### config.mk
export PLATFORM = sky130hd
export DESIGN_NAME = modbus_rtu_master_transaction
export DESIGN_NICKNAME = d
export VERILOG_FILES = /design/src/mrtu_pkg.sv /design/src/mrtu_dp.sv /design/src/mrtu_ctrl.sv /design/src/modbus_rtu_master_transaction.sv
export VERILOG_INCLUDE_DIRS = /design/src /design/src/src
export SDC_FILE = /design/constraint.sdc
export NUM_CORES = 1
export LEC_CHECK = 0
export BUFFER_PORTS_ARGS = -buffer_cell sky130_fd_sc_hd__buf_4
export CORE_UTILIZATION = 60
export CTS_CLUSTER_DIAMETER = 120
export CTS_CLUSTER_SIZE = 24
export DETAILED_ROUTE_END_ITERATION = 16
export PLACE_DENSITY_LB_ADDON = 0.25
export SETUP_SLACK_MARGIN = 0.05
export SLEW_MARGIN = 20
export SYNTH_ARGS = -nofsm -noshare
export SYNTH_HDL_FRONTEND = slang
export SYNTH_HIERARCHICAL = 1
export SYNTH_SLANG_ARGS = --single-unit
export TNS_END_PERCENT = 20
### constraint.sdc
create_clock -name i_clk -period 12.33 [get_ports i_clk]
set_input_delay 1.233 -clock i_clk [delete_from_list [all_inputs] [get_ports i_clk]]
set_output_delay 1.233 -clock i_clk [all_outputs]
set_load 0.005 [all_outputs]
### src/modbus_rtu_master_transaction_defines.svh
// Assertion macros for the Modbus RTU master transaction engine.
`ifndef MODBUS_RTU_MASTER_TRANSACTION_DEFINES_SVH
`define MODBUS_RTU_MASTER_TRANSACTION_DEFINES_SVH
`ifndef SYNTH
`define MRTU_ASSERT(lbl, clk, rstn, prop) \
    lbl: assert property (@(posedge clk) disable iff (!rstn) prop) \
        else $error("mrtu assertion failed");
`define MRTU_NEVER(lbl, clk, rstn, expr) \
    lbl: assert property (@(posedge clk) disable iff (!rstn) !(expr)) \
        else $error("mrtu forbidden condition");
`else
`define MRTU_ASSERT(lbl, clk, rstn, prop)
`define MRTU_NEVER(lbl, clk, rstn, expr)
`endif
`endif

### src/mrtu_pkg.sv
// Shared types, codes and constants of the Modbus RTU master transaction engine.
package mrtu_pkg;
    localparam int MAX_REGS = 16;
    localparam int IDX_W    = $clog2(MAX_REGS);
    localparam int REM_W    = $clog2(MAX_REGS + 1);
    localparam int IN_W     = 88;
    localparam int OUT_W    = 64;

    localparam logic [2:0] ACT_START = 3'd0;
    localparam logic [2:0] ACT_DATA  = 3'd1;
    localparam logic [2:0] ACT_BYTE  = 3'd2;
    localparam logic [2:0] ACT_TICK  = 3'd3;
    localparam logic [2:0] ACT_LINE  = 3'd4;

    localparam logic [1:0] FK_READ    = 2'd0;
    localparam logic [1:0] FK_WSINGLE = 2'd1;
    localparam logic [1:0] FK_WMULTI  = 2'd2;

    localparam logic [1:0] PH_IDLE = 2'd0;
    localparam logic [1:0] PH_SEND = 2'd1;
    localparam logic [1:0] PH_RECV = 2'd2;

    localparam logic [1:0] KIND_TX     = 2'd0;
    localparam logic [1:0] KIND_WORD   = 2'd1;
    localparam logic [1:0] KIND_STATUS = 2'd2;

    localparam logic [2:0] ST_OK      = 3'd0;
    localparam logic [2:0] ST_FRAME   = 3'd1;
    localparam logic [2:0] ST_CRC     = 3'd2;
    localparam logic [2:0] ST_TIMEOUT = 3'd3;
    localparam logic [2:0] ST_LINE    = 3'd4;

    localparam logic [3:0] TXS_SLAVE   = 4'd0;
    localparam logic [3:0] TXS_FUNC    = 4'd1;
    localparam logic [3:0] TXS_ADDR_HI = 4'd2;
    localparam logic [3:0] TXS_ADDR_LO = 4'd3;
    localparam logic [3:0] TXS_SEC_HI  = 4'd4;
    localparam logic [3:0] TXS_SEC_LO  = 4'd5;
    localparam logic [3:0] TXS_BCNT    = 4'd6;
    localparam logic [3:0] TXS_WORD_HI = 4'd7;
    localparam logic [3:0] TXS_WORD_LO = 4'd8;
    localparam logic [3:0] TXS_CRC_LO  = 4'd9;
    localparam logic [3:0] TXS_CRC_HI  = 4'd10;

    localparam logic [3:0] OP_NONE   = 4'd0;
    localparam logic [3:0] OP_LATCH  = 4'd1;
    localparam logic [3:0] OP_START  = 4'd2;
    localparam logic [3:0] OP_DATA   = 4'd3;
    localparam logic [3:0] OP_TX     = 4'd4;
    localparam logic [3:0] OP_RX     = 4'd5;
    localparam logic [3:0] OP_WORD   = 4'd6;
    localparam logic [3:0] OP_STATUS = 4'd7;
    localparam logic [3:0] OP_TICK   = 4'd8;

    localparam logic [1:0] RXC_BODY  = 2'd0;
    localparam logic [1:0] RXC_PEND  = 2'd1;
    localparam logic [1:0] RXC_FINAL = 2'd2;

    localparam logic [15:0] CRC_INIT = 16'hFFFF;
    localparam logic [15:0] CRC_POLY = 16'hA001;
    localparam logic [15:0] DEF_TIMEOUT = 16'd1000;

    typedef struct packed {
        logic [3:0]       op;
        logic [3:0]       tx_sel;
        logic             last;
        logic [2:0]       status;
        logic             count_fail;
        logic [IDX_W-1:0] word_idx;
    } t_cmd;

    typedef struct packed {
        logic [2:0]   action;
        logic [1:0]   phase;
        logic [1:0]   kind;
        logic         start_bad;
        logic         out_free;
        logic         crc_busy;
        logic         rem_zero;
        logic [1:0]   rx_case;
        logic         mismatch;
        logic         crc_ok;
        logic [REM_W-1:0] word_cnt;
        logic         wait_le1;
    } t_sts;

    function automatic logic [7:0] func_code(input logic [1:0] k);
        case (k)
            FK_READ:    func_code = 8'h03;
            FK_WSINGLE: func_code = 8'h06;
            FK_WMULTI:  func_code = 8'h10;
            default:    func_code = 8'h00;
        endcase
    endfunction
endpackage

### src/mrtu_dp.sv
// Datapath: request registers, bitwise CRC unit, read buffer and output register.
`include "modbus_rtu_master_transaction_defines.svh"
module mrtu_dp (
    input  logic                     i_clk,
    input  logic                     i_rst_n,
    input  logic [mrtu_pkg::IN_W-1:0] i_in_data,
    input  logic [2:0]               i_in_user,
    input  logic                     i_cfg_wr,
    input  logic [15:0]              i_cfg_data,
    input  logic                     i_out_ready,
    input  mrtu_pkg::t_cmd           i_cmd,
    output mrtu_pkg::t_sts           o_sts,
    output logic                     o_out_valid,
    output logic [1:0]               o_out_user,
    output logic [mrtu_pkg::OUT_W-1:0] o_out_data,
    output logic                     o_out_last
);
    import mrtu_pkg::*;

    logic [2:0]  r_in_act;
    logic [1:0]  r_in_fk;
    logic [7:0]  r_in_slave;
    logic [15:0] r_in_sreg, r_in_cnt, r_in_word, r_in_to;
    logic [7:0]  r_in_byte;
    logic [15:0] r_def_to;
    logic [1:0]  r_phase, r_kind;
    logic [7:0]  r_slave;
    logic [15:0] r_addr, r_sec;
    logic [REM_W-1:0] r_rem;
    logic [15:0] r_crc;
    logic [2:0]  r_crc_cnt;
    logic        r_crc_busy;
    logic [7:0]  r_pos, r_pend;
    logic        r_mm;
    logic [15:0] r_wait;
    logic [31:0] r_fail;
    logic [15:0] r_buf [MAX_REGS];
    logic        r_out_valid, r_out_last;
    logic [1:0]  r_out_user;
    logic [OUT_W-1:0] r_out_data;

    logic        out_free;
    logic        emit_op;
    logic [7:0]  tx_b;
    logic [8:0]  rx_len, rx_p2;
    logic [1:0]  rx_case;
    logic [7:0]  psub;
    logic [7:0]  want;
    logic        mm_hit;
    logic [31:0] n_fail;
    logic [15:0] crc_x;

    assign out_free = !r_out_valid || i_out_ready;
    assign emit_op = (i_cmd.op == OP_TX) || (i_cmd.op == OP_WORD) || (i_cmd.op == OP_STATUS);
    assign rx_len = (r_kind == FK_READ) ? (9'd5 + {3'b0, r_sec[4:0], 1'b0}) : 9'd8;
    assign rx_p2  = {1'b0, r_pos} + 9'd2;
    assign rx_case = (rx_p2 < rx_len) ? RXC_BODY : ((rx_p2 == rx_len) ? RXC_PEND : RXC_FINAL);
    assign psub = r_pos - 8'd3;
    assign n_fail = r_fail + {31'b0, i_cmd.count_fail};
    assign crc_x = r_crc ^ {8'b0, tx_b};

    always_comb begin
        case (i_cmd.tx_sel)
            TXS_SLAVE:   tx_b = r_slave;
            TXS_FUNC:    tx_b = func_code(r_kind);
            TXS_ADDR_HI: tx_b = r_addr[15:8];
            TXS_ADDR_LO: tx_b = r_addr[7:0];
            TXS_SEC_HI:  tx_b = r_sec[15:8];
            TXS_SEC_LO:  tx_b = r_sec[7:0];
            TXS_BCNT:    tx_b = {r_sec[6:0], 1'b0};
            TXS_WORD_HI: tx_b = r_in_word[15:8];
            TXS_WORD_LO: tx_b = r_in_word[7:0];
            TXS_CRC_LO:  tx_b = r_crc[7:0];
            TXS_CRC_HI:  tx_b = r_crc[15:8];
            default:     tx_b = 8'h00;
        endcase
    end

    always_comb begin
        case (r_pos)
            8'd2:    want = r_addr[15:8];
            8'd3:    want = r_addr[7:0];
            8'd4:    want = r_sec[15:8];
            default: want = r_sec[7:0];
        endcase
        if (r_pos == 8'd0) begin
            mm_hit = (r_in_byte != r_slave);
        end else if (r_pos == 8'd1) begin
            mm_hit = (r_in_byte != func_code(r_kind));
        end else if (r_kind == FK_READ) begin
            mm_hit = (r_pos == 8'd2) && (r_in_byte != {r_sec[6:0], 1'b0});
        end else begin
            mm_hit = (r_in_byte != want);
        end
    end

    always_ff @(posedge i_clk) begin
        if (!i_rst_n) begin
            r_def_to    <= DEF_TIMEOUT;
            r_phase     <= PH_IDLE;
            r_kind      <= FK_READ;
            r_slave     <= 8'd0;
            r_addr      <= 16'd0;
            r_sec       <= 16'd0;
            r_rem       <= '0;
            r_crc       <= CRC_INIT;
            r_crc_cnt   <= 3'd0;
            r_crc_busy  <= 1'b0;
            r_pos       <= 8'd0;
            r_pend      <= 8'd0;
            r_mm        <= 1'b0;
            r_wait      <= 16'd0;
            r_fail      <= 32'd0;
            r_out_valid <= 1'b0;
        end else begin
            if (i_cfg_wr) begin
                r_def_to <= i_cfg_data;
            end
            if (i_out_ready) begin
                r_out_valid <= 1'b0;
            end
            if (r_crc_busy) begin
                r_crc     <= r_crc[0] ? ((r_crc >> 1) ^ CRC_POLY) : (r_crc >> 1);
                r_crc_cnt <= r_crc_cnt + 3'd1;
                if (r_crc_cnt == 3'd7) begin
                    r_crc_busy <= 1'b0;
                end
            end
            case (i_cmd.op)
                OP_START: begin
                    r_kind  <= r_in_fk;
                    r_slave <= r_in_slave;
                    r_addr  <= r_in_sreg;
                    r_sec   <= (r_in_fk == FK_WSINGLE) ? r_in_word : r_in_cnt;
                    r_wait  <= (r_in_to != 16'd0) ? r_in_to : r_def_to;
                    r_crc   <= CRC_INIT;
                    if (r_in_fk == FK_WMULTI) begin
                        r_rem   <= r_in_cnt[REM_W-1:0];
                        r_phase <= PH_SEND;
                    end
                end
                OP_DATA: begin
                    if (r_rem != '0) begin
                        r_rem <= r_rem - REM_W'(1);
                    end
                end
                OP_TX: begin
                    r_out_valid <= 1'b1;
                    if (i_cmd.tx_sel < TXS_CRC_LO) begin
                        r_crc      <= crc_x;
                        r_crc_cnt  <= 3'd0;
                        r_crc_busy <= 1'b1;
                    end else if (i_cmd.tx_sel == TXS_CRC_HI) begin
                        r_phase <= PH_RECV;
                        r_pos   <= 8'd0;
                        r_crc   <= CRC_INIT;
                        r_mm    <= 1'b0;
                        r_pend  <= 8'd0;
                    end
                end
                OP_RX: begin
                    r_pos <= r_pos + 8'd1;
                    if (rx_case == RXC_BODY) begin
                        r_crc      <= r_crc ^ {8'b0, r_in_byte};
                        r_crc_cnt  <= 3'd0;
                        r_crc_busy <= 1'b1;
                        r_mm       <= r_mm | mm_hit;
                        if (r_kind == FK_READ && r_pos > 8'd2 && r_pos[0]) begin
                            r_pend <= r_in_byte;
                        end
                    end else if (rx_case == RXC_PEND) begin
                        r_pend <= r_in_byte;
                    end
                end
                OP_WORD: begin
                    r_out_valid <= 1'b1;
                end
                OP_STATUS: begin
                    r_out_valid <= 1'b1;
                    r_fail      <= n_fail;
                    r_phase     <= PH_IDLE;
                end
                OP_TICK: begin
                    r_wait <= r_wait - 16'd1;
                end
                default: begin
                end
            endcase
        end
    end

    always_ff @(posedge i_clk) begin
        if (i_cmd.op == OP_LATCH) begin
            r_in_act   <= i_in_user;
            r_in_fk    <= i_in_data[1:0];
            r_in_slave <= i_in_data[9:2];
            r_in_sreg  <= i_in_data[25:10];
            r_in_cnt   <= i_in_data[41:26];
            r_in_word  <= i_in_data[57:42];
            r_in_to    <= i_in_data[73:58];
            r_in_byte  <= i_in_data[81:74];
        end
        if (i_cmd.op == OP_RX && rx_case == RXC_BODY && r_kind == FK_READ
                && r_pos > 8'd3 && !r_pos[0] && psub[7:IDX_W+1] == '0) begin
            r_buf[psub[IDX_W:1]] <= {r_pend, r_in_byte};
        end
        case (i_cmd.op)
            OP_TX: begin
                r_out_user <= KIND_TX;
                r_out_data <= {{(OUT_W-8){1'b0}}, tx_b};
                r_out_last <= i_cmd.last;
            end
            OP_WORD: begin
                r_out_user <= KIND_WORD;
                r_out_data <= {{(OUT_W-28){1'b0}}, r_buf[i_cmd.word_idx],
                               4'(i_cmd.word_idx), 8'b0};
                r_out_last <= 1'b0;
            end
            OP_STATUS: begin
                r_out_user <= KIND_STATUS;
                r_out_data <= {1'b0, n_fail, i_cmd.status, 28'b0};
                r_out_last <= 1'b1;
            end
            default: begin
            end
        endcase
    end

    always_comb begin
        o_sts.action    = r_in_act;
        o_sts.phase     = r_phase;
        o_sts.kind      = r_kind;
        o_sts.start_bad = (r_in_fk != FK_READ && r_in_fk != FK_WSINGLE && r_in_fk != FK_WMULTI)
            || (r_in_fk != FK_WSINGLE
                && (r_in_cnt == 16'd0 || r_in_cnt > 16'(MAX_REGS)));
        o_sts.out_free  = out_free;
        o_sts.crc_busy  = r_crc_busy;
        o_sts.rem_zero  = (r_rem == '0);
        o_sts.rx_case   = rx_case;
        o_sts.mismatch  = r_mm;
        o_sts.crc_ok    = ({r_in_byte, r_pend} == r_crc);
        o_sts.word_cnt  = (r_sec > 16'(MAX_REGS)) ? REM_W'(MAX_REGS) : r_sec[REM_W-1:0];
        o_sts.wait_le1  = (r_wait <= 16'd1);
    end

    assign o_out_valid = r_out_valid;
    assign o_out_user  = r_out_user;
    assign o_out_data  = r_out_data;
    assign o_out_last  = r_out_last;

    `MRTU_NEVER(a_tx_crc_idle, i_clk, i_rst_n, i_cmd.op == OP_TX && r_crc_busy)
    `MRTU_NEVER(a_emit_free, i_clk, i_rst_n, emit_op && !out_free)
    `MRTU_ASSERT(a_crc_eight, i_clk, i_rst_n, $rose(r_crc_busy) |-> ##7 r_crc_busy)
endmodule

### src/mrtu_ctrl.sv
// Controller state machine that sequences the transaction engine.
module mrtu_ctrl (
    input  logic           i_clk,
    input  logic           i_rst_n,
    input  logic           i_in_valid,
    output logic           o_in_ready,
    input  mrtu_pkg::t_sts i_sts,
    output mrtu_pkg::t_cmd o_cmd
);
    import mrtu_pkg::*;

    localparam logic [2:0] S_IDLE   = 3'd0;
    localparam logic [2:0] S_DECODE = 3'd1;
    localparam logic [2:0] S_TX     = 3'd2;
    localparam logic [2:0] S_CRC    = 3'd3;
    localparam logic [2:0] S_RX     = 3'd4;
    localparam logic [2:0] S_WORD   = 3'd5;
    localparam logic [2:0] S_STAT   = 3'd6;

    logic [2:0] r_state, n_state;
    logic [3:0] r_sel, n_sel;
    logic       r_end, n_end;
    logic [REM_W-1:0] r_widx, n_widx;
    logic [2:0] r_st, n_st;
    logic       r_cnt, n_cnt;
    logic [3:0] nxt;
    logic       endf;

    always_comb begin
        nxt  = r_sel + 4'd1;
        endf = 1'b0;
        case (r_sel)
            TXS_SEC_LO:  nxt = (i_sts.kind == FK_WMULTI) ? TXS_BCNT : TXS_CRC_LO;
            TXS_BCNT:    endf = 1'b1;
            TXS_WORD_LO: begin
                nxt  = TXS_CRC_LO;
                endf = !i_sts.rem_zero;
            end
            TXS_CRC_HI:  endf = 1'b1;
            default:     nxt = r_sel + 4'd1;
        endcase
    end

    always_comb begin
        n_state = r_state;
        n_sel   = r_sel;
        n_end   = r_end;
        n_widx  = r_widx;
        n_st    = r_st;
        n_cnt   = r_cnt;
        o_in_ready = 1'b0;
        o_cmd   = '0;
        o_cmd.op = OP_NONE;
        case (r_state)
            S_IDLE: begin
                o_in_ready = 1'b1;
                if (i_in_valid) begin
                    o_cmd.op = OP_LATCH;
                    n_state  = S_DECODE;
                end
            end
            S_DECODE: begin
                n_state = S_IDLE;
                case (i_sts.action)
                    ACT_START: begin
                        if (i_sts.phase == PH_IDLE) begin
                            if (i_sts.start_bad) begin
                                n_st    = ST_FRAME;
                                n_cnt   = 1'b0;
                                n_state = S_STAT;
                            end else begin
                                o_cmd.op = OP_START;
                                n_sel    = TXS_SLAVE;
                                n_state  = S_TX;
                            end
                        end
                    end
                    ACT_DATA: begin
                        if (i_sts.phase == PH_SEND) begin
                            o_cmd.op = OP_DATA;
                            n_sel    = TXS_WORD_HI;
                            n_state  = S_TX;
                        end
                    end
                    ACT_BYTE: begin
                        if (i_sts.phase == PH_RECV) begin
                            n_state = S_RX;
                        end
                    end
                    ACT_TICK: begin
                        if (i_sts.phase == PH_RECV) begin
                            if (i_sts.wait_le1) begin
                                n_st    = ST_TIMEOUT;
                                n_cnt   = 1'b1;
                                n_state = S_STAT;
                            end else begin
                                o_cmd.op = OP_TICK;
                            end
                        end
                    end
                    ACT_LINE: begin
                        if (i_sts.phase == PH_RECV) begin
                            n_st    = ST_LINE;
                            n_cnt   = 1'b1;
                            n_state = S_STAT;
                        end
                    end
                    default: n_state = S_IDLE;
                endcase
            end
            S_TX: begin
                if (i_sts.out_free) begin
                    o_cmd.op     = OP_TX;
                    o_cmd.tx_sel = r_sel;
                    o_cmd.last   = endf;
                    n_sel        = nxt;
                    if (r_sel < TXS_CRC_LO) begin
                        n_end   = endf;
                        n_state = S_CRC;
                    end else begin
                        n_state = endf ? S_IDLE : S_TX;
                    end
                end
            end
            S_CRC: begin
                if (!i_sts.crc_busy) begin
                    n_state = r_end ? S_IDLE : S_TX;
                end
            end
            S_RX: begin
                o_cmd.op = OP_RX;
                case (i_sts.rx_case)
                    RXC_BODY: begin
                        n_end   = 1'b1;
                        n_state = S_CRC;
                    end
                    RXC_PEND: n_state = S_IDLE;
                    default: begin
                        if (i_sts.mismatch) begin
                            n_st    = ST_FRAME;
                            n_cnt   = 1'b1;
                            n_state = S_STAT;
                        end else if (!i_sts.crc_ok) begin
                            n_st    = ST_CRC;
                            n_cnt   = 1'b1;
                            n_state = S_STAT;
                        end else begin
                            n_st    = ST_OK;
                            n_cnt   = 1'b0;
                            n_widx  = '0;
                            n_state = (i_sts.kind == FK_READ) ? S_WORD : S_STAT;
                        end
                    end
                endcase
            end
            S_WORD: begin
                if (i_sts.out_free) begin
                    o_cmd.op       = OP_WORD;
                    o_cmd.word_idx = r_widx[IDX_W-1:0];
                    n_widx         = r_widx + REM_W'(1);
                    if (n_widx == i_sts.word_cnt) begin
                        n_state = S_STAT;
                    end
                end
            end
            S_STAT: begin
                if (i_sts.out_free) begin
                    o_cmd.op         = OP_STATUS;
                    o_cmd.status     = r_st;
                    o_cmd.count_fail = r_cnt;
                    o_cmd.last       = 1'b1;
                    n_state          = S_IDLE;
                end
            end
            default: n_state = S_IDLE;
        endcase
    end

    always_ff @(posedge i_clk) begin
        if (!i_rst_n) begin
            r_state <= S_IDLE;
        end else begin
            r_state <= n_state;
        end
        r_sel  <= n_sel;
        r_end  <= n_end;
        r_widx <= n_widx;
        r_st   <= n_st;
        r_cnt  <= n_cnt;
    end
endmodule

### src/modbus_rtu_master_transaction.sv
// Top level of the Modbus RTU master transaction engine.
// One request at a time: the input is ready only while the engine is idle, and each item is
// worked off before the next is taken. Each item is latched and then decoded; an ignored
// item or a tick that only counts down ends there. Each request byte that feeds the CRC is
// sent and then waits on the bitwise CRC-16 unit, which shifts eight times per byte; the CRC
// bytes themselves need no wait on it. A received byte before the CRC field also waits on
// the CRC unit; the last CRC byte brings out one word result per read register and then the
// status. A start with a bad count, a timeout or a line error gives a status only. Results
// leave through a one-entry output register, one per cycle while the sink is ready; a stalled
// sink holds the engine. There is no clearing pass after reset.
module modbus_rtu_master_transaction (
    input  logic        i_clk,
    input  logic        i_rst_n,
    input  logic        s_axis_tvalid,
    output logic        s_axis_tready,
    // function_kind, slave_address, start_register, register_count, word_value,
    // timeout_ticks, rx_byte, zero pad
    input  logic [87:0] s_axis_tdata,
    // action
    input  logic [2:0]  s_axis_tuser,
    output logic        m_axis_tvalid,
    input  logic        m_axis_tready,
    // tx_byte, reg_index, reg_word, status, rx_error_count, zero pad
    output logic [63:0] m_axis_tdata,
    // kind
    output logic [1:0]  m_axis_tuser,
    output logic        m_axis_tlast,
    input  logic        i_cfg_valid,
    output logic        o_cfg_ready,
    input  logic [15:0] i_cfg_data
);
    import mrtu_pkg::*;

    t_cmd cmd;
    t_sts sts;

    assign o_cfg_ready = 1'b1;

    mrtu_ctrl u_ctrl (
        .i_clk      (i_clk),
        .i_rst_n    (i_rst_n),
        .i_in_valid (s_axis_tvalid),
        .o_in_ready (s_axis_tready),
        .i_sts      (sts),
        .o_cmd      (cmd)
    );

    mrtu_dp u_dp (
        .i_clk       (i_clk),
        .i_rst_n     (i_rst_n),
        .i_in_data   (s_axis_tdata),
        .i_in_user   (s_axis_tuser),
        .i_cfg_wr    (i_cfg_valid),
        .i_cfg_data  (i_cfg_data),
        .i_out_ready (m_axis_tready),
        .i_cmd       (cmd),
        .o_sts       (sts),
        .o_out_valid (m_axis_tvalid),
        .o_out_user  (m_axis_tuser),
        .o_out_data  (m_axis_tdata),
        .o_out_last  (m_axis_tlast)
    );
endmodule

; ---- Word-level counts from Yosys, hierarchy flattened
; Memories as Yosys holds them, arrays and structs flattened.
; Cells that the tools add are included.
[totals]
output_inout_bits = 70
memories = 1
input_bits = 112
ramBits = 256
ff_bits = 320
elab_cells = 322
[mem_list]
columns = name, words, width, rd, rd_ports_with_merged_regs, write_ports, line_no
row1 = u_dp.r_buf, 16, 16, 1, 0, 1, mrtu_dp.sv:37  ; logic [15:0] r_buf [MAX_REGS];
[classes]
magnitude_cmp = 8
add_sub_neg = 10
eq_ne = 80
n_reduce_logical = 53
n_bitwise = 4
muxes = 133
[op_table]
columns = cell, n
row1 = one-hot mux 64 bit (3 select lines), 1
row2 = 2-to-1 mux 16 bit, 7
row3 = one-hot mux 8 bit (11 select lines), 1
row4 = 2-to-1 mux 3 bit, 27
row5 = 2-to-1 mux 8 bit, 8
row6 = 2-to-1 mux 4 bit, 12
row7 = one-hot mux 16 bit (3 select lines), 1
row8 = "== test 4 x 3 -> 1 bit, second input constant", 10
row9 = 2-to-1 mux 5 bit, 8
row10 = adder 32 x 1 -> 32 bit, 1
row11 = "> comparator 16 x 5 -> 1 bit, second input constant", 2
row12 = != test 8 bit, 4
row13 = one-hot mux 16 bit (2 select lines), 1
row14 = one-hot mux 8 bit (2 select lines), 2
row15 = bitwise XOR 16 x 8 -> 16 bit, 2
row16 = 2-to-1 mux 1 bit, 27
row17 = "== test 4 bit, second input constant", 6
row18 = 2-to-1 mux 2 bit, 12
row19 = one-hot mux 4 bit (2 select lines), 3
row20 = one-hot mux 4 bit (6 select lines), 1
row21 = one-hot mux 8 bit (3 select lines), 1
row22 = one-hot mux 3 bit (7 select lines), 1
row23 = "!= test 2 x 1 -> 1 bit, second input constant", 10
row24 = one-hot mux 5 bit (2 select lines), 2
row25 = 61 further kinds, 138

; ---- Longest topological paths before layout
[logic_depth]
word_depth = 16
mapped_depth = 17
ltp_nobuf = 15

; ---- Cells and area by module
; Netlist, hierarchy kept.
[modules_own_cells]
columns = mod, instances, seq_area_each_um2, cells_per_inst, area_each_um2
row1 = mrtu_dp, 1, 15244.6, 1926, 24778.8
row2 = mrtu_ctrl, 1, 480.5, 214, 1686.6
row3 = modbus_rtu_master_transaction, 1, 0.0, 2, 11.3

; ---- Worst setup path after synthesis
; OpenSTA, ideal clock, no wires.
[synth_path]
path_type = input to register
startpoint = input m_axis_tready
endpoint = register u_dp.r_in_act[0], enable pin
cell_stages = 10
t_arrival_ns = 8.246
path_buffers = 3
setup_ns = 0.633
slack_ns = 3.452
t_required_ns = 11.697
cell_sequence = nand2b_1 buf_4 clkbuf_1 inv_1 nor3b_2 a22oi_1 nand2_1 buf_6 nand2b_1 nor3_1
[synth_rtl]
columns = item, line_no
row1 = "start, declared", modbus_rtu_master_transaction.sv:22  ; input logic m_axis_tready,
row2 = "end signal, assigned", mrtu_dp.sv:194  ; r_in_act <= i_in_user;
row3 = "end, declared", mrtu_dp.sv:20  ; logic [2:0] r_in_act;

==> results <==
- Row generation in the floorplan step produced 76 rows.
- The static leakage power is 0.00960 uW.
- Gates resized during post-CTS repair numbered 0.
- TritonCTS created 27 clock buffers.
- The worst register-to-register path has a depth of 13.
- TritonCTS built the clock tree.
- The die extent in y is 212 um.
- The count of boundary I/O pins is 182.
- The count of max-cap constraint violations is 0.
- 0 antenna diodes ended up in the layout.
- The port buffer count is 173.
- The post-synthesis instance area is 26500 um^2.
- The post-route netlist has 17.0% of its cells at a drive strength greater than 1.
- The core area is 43300 um^2.
- The synthesized netlist cell count is 2142.
- The final setup TNS is 0 ps.
- The per-cell via count in the routed design is 6.23.
- The maximum clock rate is 0.182 GHz.
- The number of detailed-route iterations in the first pass is 5.
- The post-detailed-route count of antenna-violating nets is 0.
- Counting every net in the synthesized netlist gives 2282.
- The global placer's final weighted congestion is 0.918.
- The number of buffers on the longest clock path is 3.
- The via count of the first global-routing pass is 17208.
- STA classifies the critical path endpoint as a flip-flop.
- STA classifies the critical path startpoint as an input port.
- At the pin with the least slew margin, the transition time is 1230 ps.
- For this run, the register share of the synthesized area comes to 59.4%.
- The run finished with clean final reports.
- The mean area per synthesized cell is 12.4 um^2.
- For this block, the routed nets add up to 63.4 mm of wire.
- The most instantiated flip-flop cell in the synthesis netlist is edfxtp_1.
- The count of clock tree sinks is 575.
- Once the floorplan was initialized, standard cells occupied 61.2% of the core.
- The number of violations reported at the end of detailed-routing iteration 0 is 1736.
- The global-route wire length before repair is 97.2 mm.
- The number of failing hold endpoints at the final stage is 0.
- The clock period could shrink to 5480 ps.
- The worst-case vdd ir drop is 124 uV.
- CTS built an H-tree with a depth of 1.
- The cell sitting at the root of the clock tree is a clkbuf_16.
- After detailed routing, the number of remaining DRC violations is 0.
- The power per cell area is 145 nW/um^2.
- The ratio of final minimum period to clock period is 44.4%.
- At the worst endpoint, the arrival time is 5690 ps.
- Summing over every cut layer, the via total after detailed routing is 17733.
- In this run the worst path has a maximum fanout of 21.
- The number of hold buffers added after CTS was 0.
- The final number of max-transition violations is 0.
- The min-delay analysis places its worst path in the category reg -> reg.
- The initial antenna violation count is 0.
- Detailed placement finished with a half-perimeter wire length of 42.6 mm.
- Power comes to 4200 uW.
- The clock edge transition at the registers on the reported setup and hold paths is 100 ps.
- The flip-flop and latch count after synthesis is 575.
- The clock skew after layout is 16.5 ps.
- The register with the most flip-flops in the layout has 256 of them.
- Entering global routing, the biggest net connects 106 pins.
- Setup repair after global routing left no endpoint under its margin.
- The die covers 45000 um^2.
- The number of setup buffers added after CTS is 0.
- STA puts the critical path data required time at 12540 ps.
- The signed area change from the synthesized netlist to the final layout is 9.47%.
- The number of filler cells placed in the layout is 3156.
- The number of distinct library cell variants in the gate-level netlist after synthesis is 98.
- Headroom to the max-slew limit came out at 17.0%.
- After detailed routing, the average wire length per cell comes to 22.3 um.
- The class of the most critical setup path is in -> reg.
- The async set-reset flop share out of synthesis is 0%.
- Summed over all layers, the global routing overflow is 0.
- The yosys synthesis warning count is 6.
- After the last flow step, the layout net total stands at 2383.
- The die width is 212 um.
- At the later pin of the worst-skew pair, clock insertion delay measures 600 ps.
- The global router's overall resource usage is 28.2%.
- Counting flops with a built-in enable in the synthesized netlist gives 421.
- Setup violations remaining at the end of the flow were counted as 0.
- The worst hold path was traced through 2 stages.
worst paths after layout:
| check | from | end | slack, ps |
|---|---|---|---|
| setup / recovery | m_axis_tready | u_dp/r_buf[15][10] | 6850 |
| hold / removal | u_dp/r_fail[0] | u_dp/r_fail[0] | 480 |
| setup reg to reg | u_dp/r_in_fk[0] | u_dp/r_buf[15][10] | 6970 |
| hold reg to reg | u_dp/r_fail[0] | u_dp/r_fail[0] | 480 |
Yosys cell counts, types with 6 or more instances:
library cell	n	area (um^2)
edfxtp_1	421	12600
o31ai_1	7	52.6
nand2b_1	23	144
a31oi_1	25	156
nand4_1	19	119
ha_1	28	350
buf_2	20	100
mux2i_1	52	521
a2bb2oi_1	7	61.3
nand2_1	182	683
xnor2_1	72	631
o22a_1	12	105
dfxtp_1	154	3080
o21a_1	9	67.6
o211ai_1	6	45.0
a211oi_1	42	315
a22oi_1	10	75.1
buf_4	10	75.1
o22ai_1	7	43.8
mux2_2	12	135
nor4_1	30	188
buf_1	12	45.0
xor2_1	45	394
or3_1	18	113
nor2_1	216	811
inv_1	37	139
nor3b_1	11	82.6
and2_1	39	244
o21ai_0	60	300
mux4_2	80	1800
nor3_1	47	235
clkbuf_1	91	342
and3_1	18	113
a21oi_1	98	490
nand3_1	57	285
buf_6	6	67.6
nor2b_1	24	150
a221oi_1	10	87.6
a32oi_1	10	87.6
nand3b_1	12	90.1
kinds of logic (layout without fill, tap and decap cells):
group                    after synthesis  count (layout)  synth area share (%)
adder cells (fa/ha/maj)               28              28                  1.32
AO/OA/AOI/OAI                        354             354                  8.96
AND/OR/NAND/NOR                      738             738                  13.9
multiplexers                         147             147                  9.48
flip-flops                           575             575                  59.4
XOR/XNOR                             117             117                  3.87
other                                  2               2                0.0284
buffers and inverters                181             302                  3.03
layout make-up:
class	count	area [um^2]	area share [%]
Timing Repair Buffer	214	1610	5.56
Sequential cell	575	15700	54.3
Tap cell	585	732	2.53
Inverter	39	148	0.509
Multi-Input combinational cell	1386	10000	34.5
Clock buffer	49	762	2.63
through the flow:
step	instances	area [um^2]	setup slack (ps)	util [%]	hold WS (ps)
2_1_floorplan	2142	26500	3450	-	440
3_3_place_gp	2799	28200	6460	65.2	450
3_5_place_dp	2799	28200	6280	65.2	463
4_1_cts	2848	29000	6920	67.0	477
5_1_grt	2848	29000	6610	67.0	500
6_report	2848	29000	6850	67.0	480
critical path: stages:
cell	delay (ps)
buf_4	80
nand2b_1	430
inv_1	310
nor3b_2	450
o21bai_1	430
or2b_2	370
nor2_1	110
buf_4	270
nand3_1	500
nor3_1	400
nand2_1	190
nor2_2	880
cells in the final DEF (no fill, tap or decap), drive strengths merged, types with 9 or more instances in the layout:
master	instances
inv	37
clkbuf	49
and3	19
xnor2	72
o21ai	61
nor2	218
nand3	58
a21oi	99
mux2i	53
xor2	45
mux2	14
nand3b	12
mux4	80
nand2	183
o22a	12
and2	39
a32oi	10
nand2b	23
nor3	47
a31oi	25
buf	214
edfxtp	421
o21a	9
a211oi	43
ha	28
a22oi	10
nor3b	13
a221oi	10
nand4	21
or3	18
nor2b	24
nor4	32
dfxtp	154
metal layers:
| metal | GRT usage [%] | wire length [um] |
|---|---|---|
| met3 | 2.60 | 3610 |
| met5 | 0 | 0 |
| met4 | 10.3 | 2180 |
| met2 | 47.6 | 31300 |
| met1 | 38.3 | 26300 |
power breakdown:
part	leakage (uW)	internal [uW]	total [uW]	switching [uW]
logic	0.00415	295	772	476
registers	0.00509	2300	2440	136
clock network	0.000362	420	988	568
Note: power is estimated with default switching activity, not from simulation.
